<file path="config.mk">
export PLATFORM = sky130hd
export DESIGN_NAME = gwrr_pulse
export DESIGN_NICKNAME = d
export VERILOG_FILES = /design/src/sv/gwrr_pulse.sv
export SDC_FILE = /design/constraint.sdc
export NUM_CORES = 1
export LEC_CHECK = 0
export ABC_CLOCK_PERIOD_IN_PS = 2050
export BUFFER_PORTS_ARGS = -buffer_cell sky130_fd_sc_hd__buf_2
export CAP_MARGIN = 30
export CORE_ASPECT_RATIO = 0.75
export CORE_MARGIN = 10
export CORE_UTILIZATION = 45
export CTS_BUF_LIST = sky130_fd_sc_hd__clkbuf_4 sky130_fd_sc_hd__clkbuf_8
export DETAILED_ROUTE_END_ITERATION = 7
export GPL_TIMING_DRIVEN = 0
export PLACE_DENSITY = 0.7
export SLEW_MARGIN = 20
export SYNTH_ARGS = -nofsm -noshare
export SYNTH_HDL_FRONTEND = slang
export SYNTH_SLANG_ARGS = --single-unit
export TNS_END_PERCENT = 10
</file>
<file path="constraint.sdc">
create_clock -name clk -period 2.05 [get_ports clk]
set_clock_uncertainty 0.05 [all_clocks]
set_input_delay 0.3075 -clock clk [delete_from_list [all_inputs] [get_ports clk]]
set_output_delay 0.3075 -clock clk [all_outputs]
set_load 0.01 [all_outputs]
</file>
<file path="src/sv/gwrr_pulse.sv">
// ----------------------------------------------------------------------------
// gwrr_pulse
// Triangle pulse phase counter.
// ----------------------------------------------------------------------------
module gwrr_pulse (
  input  logic       clk,
  input  logic       rst,
  input  logic       advance,
  input  logic [7:0] peak,
  output logic [7:0] phase
);
  logic       down;
  logic [7:0] phase_next;
  logic       down_next;

  always_comb begin
    phase_next = phase;
    down_next  = down;
    if (!down) begin
      if (phase < peak) begin
        phase_next = phase + 8'd1;
      end else begin
        down_next = 1'b1;
        if (phase != 8'd0) phase_next = phase - 8'd1;
      end
    end else begin
      if (phase != 8'd0) begin
        phase_next = phase - 8'd1;
      end else begin
        down_next = 1'b0;
        if (peak != 8'd0) phase_next = 8'd1;
      end
    end
  end

  always_ff @(posedge clk) begin
    if (rst) begin
      phase <= 8'd0;
      down  <= 1'b0;
    end else if (advance) begin
      phase <= phase_next;
      down  <= down_next;
    end
  end
endmodule

</file>
==> out/metrics.yaml, run 1 <==
ys_seq_area_share_pct: 18.4
register_area_um2: 196
end_kind: "register"
fmax_mhz: 475
synth-main-ff-cell: "dfxtp_1"
syn2layout_area_growth_pct: 25.5
vias_per_cell: 5.72
clk_latency_ps: 280
setup_tns_ps: -53.1
fin_crit_sh_pct: 103
initialDrtViolationCount: 45
initial_utilization_pct: 48.3
io_pins: 19
ys_warn_count: 0
start_kind: "register"
grt_overflow: 0
cts_tree: "yes"
synthCells: 131
num_antenna_cells: 0
hold_viol_final: 0
grt_pass1_vias: 989
setup_viol: 1
drv_slew: 0
p_sw_w: 0.000375
yosys.area.top_type: "dfxtp_1"
dr.pass1.iters: 4
wl_per_cell_um: 15.6
grt_usage_pct: 12.9
synth_seq_cells: 9
rsz0062_at_grt: "true"
grt_pass1_wl_mm: 4.57
vias: 1029
gp_congestion: 0.909
synthTopCellsByArea: "dfxtp_1, ha_1, nand2_1"
slew_headroom_pct: 67.7
status: "complete, but fails checks"
synth-edff-count: 0
hpwl_mm: 2.09
synth_nets: 152
holdBufCountCts: 0
syn_area_um2: 981
die_x_um: 73.9
p_int_w: 0.000502
switching_share_pct: 42.7
clkPwrFrac_pct: 18.4
multi_input_area_um2: 761
period_minus_slack_ps: 2100
rows: 14
cts.sinks: 9
nets: 178
critPathKind: "register to register"
min_path_type: "input port to register"
coreArea_um2: 2030
place_ws_ps: -287
power.leakage_nw: 0.534
power_density_nw_per_um2: 713
final_common_cell: "buf_2"
fin_ws_ps: -53.1
numCtsBuffers: 3
port_buffers: 16
tightest_slew_ps: 485
comb_power_share_pct: 54.6
dieArea_um2: 4470
num-fill-cells: 188
clk_pin_slew_ps: 70
crit_fanout: 7
drc: 0
clock_path_buffers: 2
seqPwrFrac_pct: 27.0
final_cell_mix: "buf_2, nand2_1, inv_1"
antenna_found_initial: 0
grt_max_degree: 11
die_h_um: 60.4
wirelength_mm: 2.81
cts_root_buffer: "clkbuf_4"
synth_top_area_share_pct: 18.4
postRouteAntennaNets: 0
finalPower_w: 0.000877
crit_required_ps: 2180
cap_viol_max_count: 0
drive_gt1_share_pct: 32.7
htree_num_levels: 1
ys_async_sr_fraction_pct: 0
synth.distinct_cells: 40
syn-mean-instance-area_um2: 7.49
ir_drop_mv: 0.481
violations: "setup timing"
arrival_ps: 2230
## flip-flops by register name, summed over array words and instances (netlist names)
name	cells
down	1
phase	8
## metal layers
metal  global-route usage, %  vias to the layer above  wire length, um
met5                       0                        -                0
met4                    4.77                        0               46
met3                    3.43                        6              195
met2                    20.5                       30             1290
met1                    16.2                      472             1280
li1                        -                      521                -
## worst max-delay path, cell delays in order (launching register included)
cell and delay [ps]:
dfxtp_4 380, ha_1 300, a21oi_1 170, o21ai_2 100, a211oi_4 220, buf_4 170
o31ai_1 70, a221o_1 310, a311oi_2 250
## logic make-up after synthesis
logic type               Yosys count  synth area share, %
AND/OR/NAND/NOR                   46                 24.9
AO/OA/AOI/OAI                     43                 31.8
buffers and inverters             20                 9.57
adder cells (fa/ha/maj)           10                 12.8
flip-flops                         9                 18.4
XOR/XNOR                           3                 2.68
## final timing paths
path | from | to | slack [ps] | cells past startpoint
min reg2reg | phase[5] | phase[5] | 510 | 2
min | rst | phase[4] | 410 | 2
max | phase[5] | phase[3] | -50 | 8
max reg2reg | phase[5] | phase[3] | -50 | 8
## area by class of cell
cell class                 count  share of cell area (%)
multi-input combinational    102                    61.8
sequential                     9                    16.0
timing repair buffer          21                    9.55
buffer                         8                    4.17
inverter                      12                    3.66
clock buffer                   4                    2.44
tap                           24                    2.44
## power groups by stage
stage	clock (W)	combinational [W]	sequential, W
final	0.000161	0.000479	0.000237
after floorplan	0	0.000319	0.000239
after global routing	0.000173	0.000522	0.000241
after CTS	0.000164	0.000463	0.000237
after detailed placement	0	0.000421	0.000240
after global placement	0	0.000416	0.000239
## metrics by stage
stage	utilization [%]	hold WS, ps	instances	area (um2)
2_1_floorplan	-	475	131	1010
3_3_place_gp	55.2	488	171	1120
3_5_place_dp	55.2	493	171	1120
4_1_cts	60.2	398	180	1220
5_1_grt	60.6	444	180	1230
6_report	60.6	405	180	1230
## cells in the mapped netlist (2+ instances only)
cell	instances
buf_6	2
clkbuf_1	2
a21oi_1	11
buf_2	3
o211ai_1	4
nor3_1	5
o21a_1	2
ha_1	10
nand3_1	2
nor4_1	2
and2_1	2
o21ai_0	9
nor2_1	10
nand2b_1	2
dfxtp_1	9
xor2_1	2
a211oi_1	5
inv_1	12
nand2_1	16
## timing repair
action                                  in CTS  in global routing
pin swaps                                    2                  2
resized for setup                            7                  4
setup buffers                                5                  0
gates cloned                                 0                  0
endpoints found under the setup margin       8                  8
Note: power is estimated with default switching activity, not from simulation.
==> run 2, diff against run 1 <==
CELL_PAD_IN_SITES_DETAIL_PLACEMENT = 1   (was default)
CELL_PAD_IN_SITES_GLOBAL_PLACEMENT = 1   (was default)
CORE_UTILIZATION = 37   (was 45)
PLACE_DENSITY = default   (was 0.7)
PLACE_DENSITY_LB_ADDON = 0.1   (was default)
==> run 2 against run 1 <==
Critical path type unchanged. Critical endpoint unchanged. Combinational power up 6.9%. Sequential power down 2%. Design area up 4.7%. Fmax down 0.70%. The flow still finishes with violations (setup timing). First-iteration DRC count up 4.4%. Worst setup slack worse by 15 ps. Register-to-register slack about the same. Highest routed layer is now met3.
==> out/metrics.yaml, run 2 (synthesis gave the netlist of run 1 again) <==
postRouteAntennaNets: 0  # unchanged
cp_top_family: "compound AO/OA/AOI/OAI gates"  # unchanged
grt_overflow: 0  # unchanged
clkPwrFrac_pct: 18.1  # was 18.4%
num_antenna_cells: 0  # unchanged
coreArea_um2: 2560  # was 2030 um2
min_path_type: "input port to register"  # unchanged
slew_headroom_pct: 66.2  # was 67.7%
critPathKind: "register to register"  # unchanged
top_register: "phase"  # unchanged
dieArea_um2: 5130  # was 4470 um2
switching_share_pct: 43.4  # was 42.7%
cts_root_buffer: "clkbuf_4"  # unchanged
power.leakage_nw: 0.566  # was 0.534 nW
rrSetupSlack_ps: -70  # was -50 ps
rsz0062_at_grt: "true"  # unchanged
syn2layout_area_growth_pct: 31.4  # was 25.5%
die_x_um: 79.5  # was 73.9 um
wl_per_cell_um: 17.0  # was 15.6 um
crit_required_ps: 2170  # was 2180 ps
grt_pass1_vias: 1049  # was 989
crit_buf_inv: 2  # was 1
htree_num_levels: 1  # unchanged
hpwl_mm: 2.53  # was 2.09 mm
dr.pass1.iters: 4  # unchanged
vias_per_cell: 5.38  # was 5.72
start_kind: "register"  # unchanged
placed_area_um2: 1140  # was 1120 um2
finalPower_w: 0.000909  # was 0.000877 W
antenna_found_initial: 0  # unchanged
fin_crit_sh_pct: 103  # about the same
grt_max_degree: 11  # unchanged
power_density_nw_per_um2: 705  # was 713 nW/um2
setup_tns_ps: -70.2  # was -53.1 ps
clk_pin_slew_ps: 80  # was 70 ps
status: "complete, but fails checks"  # unchanged
io_pins: 19  # unchanged
die_h_um: 64.6  # was 60.4 um
final_cell_mix: "buf_2, nand2_1, inv_1"  # unchanged
hold_viol_final: 0  # unchanged
tightest_slew_ps: 507  # was 485 ps
critPathMaxStageDelay_ps: 390  # was 380 ps
drc: 0  # unchanged
period_minus_slack_ps: 2120  # was 2100 ps
p_sw_w: 0.000395  # was 0.000375 W
numCtsBuffers: 3  # unchanged
seqPwrFrac_pct: 25.6  # was 27.0%
comb_power_share_pct: 56.4  # was 54.6%
largest_reg_flops: 8  # unchanged
initial_utilization_pct: 38.3  # was 48.3%
p_int_w: 0.000514  # was 0.000502 W
grt_usage_pct: 12.5  # was 12.9%
reg_top3: "phase (8), down (1)"  # unchanged
clock_path_buffers: 2  # unchanged
grt_pass1_wl_mm: 5.23  # was 4.57 mm
setup_viol: 2  # was 1
cap_viol_max_count: 0  # unchanged
wirelength_mm: 3.35  # was 2.81 mm
port_buffers: 16  # unchanged
fmax_mhz: 472  # was 475 MHz
final_common_cell: "buf_2"  # unchanged
cts_tree: "yes"  # unchanged
arrival_ps: 2240  # was 2230 ps
rows: 16  # was 14
end_kind: "register"  # unchanged
drv_slew: 0  # unchanged
path_cells: "ha_1 > nand2_1 > o21ai_2 > a211oi_4 > buf_6 > buf_4 > a221o_1 > a311oi_2"  # was ha_1 > a21oi_1 > o21ai_2 > a211oi_4 > buf_4 > o31ai_1 > a221o_1 > a311oi_2
vias: 1060  # was 1029
initialDrtViolationCount: 47  # was 45
drive_gt1_share_pct: 35.4  # was 32.7%
crit_fanout: 8  # was 7
gp_congestion: 0.845  # was 0.909
fin_ws_ps: -68.0  # was -53.1 ps
nets: 183  # was 178
critical-path-slowest-cell: "dfxtp_4"  # unchanged
fin_area_um2: 1290  # was 1230 um2
cts.sinks: 9  # unchanged
clk_latency_ps: 270  # was 280 ps
ir_drop_mv: 0.299  # was 0.481 mV
place_ws_ps: -285  # was -287 ps
violations: "setup timing"  # unchanged
hold_slack_ps: 417  # was 405 ps
==> run 2: changes by cell type in the layout (fill, tap and decap cells not counted), sizes merged <==
cell	previous run	this run
buf	26	32
clkbuf	7	6
==> run 2: power groups by stage <==
stage	clock network [W]	logic, W	registers [W]
after global placement	0	0.000426	0.000238
after detailed placement	0	0.000438	0.000240
after global routing	0.000176	0.000562	0.000237
after CTS	0.000164	0.000482	0.000234
final	0.000164	0.000512	0.000232
after floorplan	0	0.000319	0.000239
==> run 2: layer usage <==
metal | up-vias | part of all wire [%] | track usage [%]
li1 | 531 | - | -
met1 | 513 | 49 | 16.5
met2 | 16 | 48 | 20.3
met3 | 0 | 3.1 | 3.17
met4 | 0 | 0 | 2.01
met5 | - | 0 | 0
==> run 2: worst register-to-register path: cells and delay by family (launching register included) <==
kind,cells,cell delay (ps)
compound gates,4,880
fa+ha+maj,1,320
buf+inv,2,290
flops,1,390
simple gates,1,110
==> run 2: worst paths after layout <==
check        startpoint        to  depth (start not counted)
min                 rst  phase[2]                          2
max reg2reg    phase[7]  phase[3]                          8
max            phase[7]  phase[3]                          8
min reg2reg    phase[7]  phase[7]                          2
==> run 2: final cells by class <==
class	count	area [um2]
inverter	12	45.0
fill	331	1270
tap	36	45.0
clock buffer	4	30.0
sequential	9	196
multi-input combinational	102	758
buffer	8	58.8
timing repair buffer	26	155
==> run 2: timing repair <==
action	4_1_cts	5_1_grt
hold buffers	0	0
pin swaps	4	5
setup buffers	5	5
setup endpoints to repair	8	8
resized for setup	7	7
==> run 2: through the flow <==
| stage | cells | utilization [%] |
|---|---|---|
| detailed placement | 183 | 44.4 |
| finish | 197 | 50.3 |
| global placement | 183 | 44.4 |
| floorplan | 131 | - |
| global route | 197 | 50.3 |
| CTS | 192 | 48.0 |
==> run 3, diff against run 2 <==
CORE_ASPECT_RATIO = 2   (was 0.75)
SLEW_MARGIN = default   (was 20)
==> run 3 against run 2 <==
The flow still finishes with violations (setup timing). First-iteration DRC count decreased by 49%. Clock-buffer cell count unchanged. Power increased by 9.9%. Design area about the same. Critical path type unchanged. Largest cell class unchanged.
==> out/metrics.yaml, run 3 (synthesis gave the netlist of run 1 again) <==
crit_buf_inv: 1  # was 2
clock_path_buffers: 2  # unchanged
drc: 0  # unchanged
p_int_w: 0.000589  # was 0.000514 W
power_density_nw_per_um2: 776  # was 705 nW/um2
cap_viol_max_count: 0  # unchanged
period_minus_slack_ps: 2180  # was 2120 ps
die_x_um: 56.4  # was 79.5 um
crit_required_ps: 2150  # was 2170 ps
worstHoldStart: "rst"  # unchanged
finalPower_w: 0.000998  # was 0.000909 W
coreArea_um2: 2540  # was 2560 um2
initial_utilization_pct: 38.7  # was 38.3%
start_kind: "register"  # unchanged
num_antenna_cells: 0  # unchanged
grt_overflow: 0  # unchanged
critical-path-slowest-cell: "dfxtp_4"  # unchanged
comb_power_share_pct: 54.2  # was 56.4%
die_h_um: 92.8  # was 64.6 um
grt.busiest_layer: "met2"  # unchanged
min_path_type: "input port to register"  # unchanged
antenna_found_initial: 0  # unchanged
hold_slack_ps: 469  # was 417 ps
hold_viol_final: 0  # unchanged
wirelength_mm: 3.52  # was 3.35 mm
hold_depth: 2  # unchanged
initialDrtViolationCount: 24  # was 47
fin_crit_sh_pct: 106  # was 103%
tightest_slew_ps: 516  # was 507 ps
grt_pass1_wl_mm: 5.73  # was 5.23 mm
grt_pass1_vias: 1124  # was 1049
grt.met1_usage_pct: 13.1  # was 16.5%
dr.pass1.iters: 4  # unchanged
cp_top_family: "compound AO/OA/AOI/OAI gates"  # unchanged
vias: 1085  # was 1060
largest_reg_flops: 8  # unchanged
p_sw_w: 0.000409  # was 0.000395 W
violations: "setup timing"  # unchanged
fmax_mhz: 460  # was 472 MHz
final_cell_mix: "buf_2, nand2_1, inv_1"  # unchanged
top_register: "phase"  # unchanged
drive_gt1_share_pct: 35.0  # was 35.4%
setup_tns_ps: -287  # was -70.2 ps
power.leakage_nw: 0.564  # was 0.566 nW
syn2layout_area_growth_pct: 31.2  # was 31.4%
crit_fanout: 3  # was 8
worstRegToRegCells: 8  # unchanged
clk_pin_slew_ps: 50  # was 80 ps
switching_share_pct: 41.0  # was 43.4%
hpwl_mm: 2.58  # was 2.53 mm
reg_top3: "phase (8), down (1)"  # unchanged
seqPwrFrac_pct: 23.2  # was 25.6%
end_kind: "register"  # unchanged
port_buffers: 16  # unchanged
path_depth: 8  # unchanged
rrSetupSlack_ps: -130  # was -70 ps
crit-reg2reg-launch: "phase[2]"  # was phase[7]
critPathMaxStageDelay_ps: 350  # was 390 ps
wl_per_cell_um: 18.7  # was 17.0 um
io_pins: 19  # unchanged
rows: 26  # was 16
setup_viol: 5  # was 2
met3_usage_pct: 3.28  # was 3.17%
dieArea_um2: 5240  # was 5130 um2
fin_ws_ps: -126  # was -68.0 ps
r2r-end: "phase[3]"  # unchanged
holdBufCountCts: 0  # unchanged
clk_latency_ps: 240  # was 270 ps
fin_area_um2: 1290  # about the same
numCtsBuffers: 3  # unchanged
arrival_ps: 2270  # was 2240 ps
cts_root_buffer: "clkbuf_8"  # was clkbuf_4
nets: 182  # was 183
placed_area_um2: 1130  # was 1140 um2
path_cells: "ha_4 > a211oi_2 > o21ai_4 > a211oi_4 > buf_4 > o31ai_1 > a221o_1 > a311oi_2"  # was ha_1 > nand2_1 > o21ai_2 > a211oi_4 > buf_6 > buf_4 > a221o_1 > a311oi_2
rsz0062_at_grt: "true"  # unchanged
whs_endpoint: "phase[4]"  # was phase[2]
vias_per_cell: 5.77  # was 5.38
drv_slew: 0  # unchanged
critPathKind: "register to register"  # unchanged
status: "complete, but fails checks"  # unchanged
htree_num_levels: 1  # unchanged
postRouteAntennaNets: 0  # unchanged
cts_tree: "yes"  # unchanged
gp_congestion: 0.837  # was 0.845
grt_use_met2_pct: 26.4  # was 20.3%
grt_max_degree: 11  # unchanged
cts.sinks: 9  # unchanged
clkPwrFrac_pct: 22.6  # was 18.1%
grt_usage_pct: 13.5  # was 12.5%
ir_drop_mv: 0.480  # was 0.299 mV
slew_headroom_pct: 65.6  # was 66.2%
final_common_cell: "buf_2"  # unchanged
place_ws_ps: -288  # was -285 ps
-- run 3: cell types whose count changed in the layout (fill, tap and decap cells not counted), sizes merged --
cell	before	now
buf	32	31
-- run 3: timing repair --
action                                  CTS  global route
endpoints found under the setup margin    8             8
gates resized for setup                   9             6
pin swaps                                 4             6
cloned                                    1             0
buffers inserted                          4             4
-- run 3: stage by stage --
| stage | util (%) | std cells |
|---|---|---|
| 6_report | 50.7 | 188 |
| 3_3_place_gp | 44.4 | 175 |
| 4_1_cts | 48.8 | 184 |
| 5_1_grt | 50.7 | 188 |
| 3_5_place_dp | 44.4 | 175 |
| 2_1_floorplan | - | 131 |
-- run 3: layer usage --
layer	part of all wire, %	vias up	routed length, um
li1	-	526	-
met1	36	533	1270
met2	58	22	2040
met3	4.8	4	170
met4	1.0	0	36
met5	0	-	0
-- run 3: layout make-up --
cell class | count | area [um2]
inverters | 12 | 45.0
flip-flops and latches | 9 | 196
fillers | 330 | 1250
repair buffers | 25 | 145
clock buffers | 4 | 48.8
plain buffers | 8 | 55.1
multi-input cells | 102 | 762
well taps | 28 | 35.0
-- run 3: power by group through the flow --
| stage | sequential, W | clock (W) | combinational [W] |
|---|---|---|---|
| after floorplan | 0.000239 | 0 | 0.000319 |
| after global placement | 0.000238 | 0 | 0.000428 |
| after detailed placement | 0.000240 | 0 | 0.000439 |
| after CTS | 0.000235 | 0.000232 | 0.000488 |
| after global routing | 0.000235 | 0.000236 | 0.000598 |
| final | 0.000231 | 0.000226 | 0.000541 |
-- run 3: how the worst max path moves through the flow --
stage	start	to
final	phase[2]	phase[3]
after global routing	phase[1]	phase[3]
after detailed placement	peak[3]	phase[2]
after floorplan	phase[2]	phase[3]
after CTS	phase[2]	phase[3]
after global placement	peak[3]	phase[2]
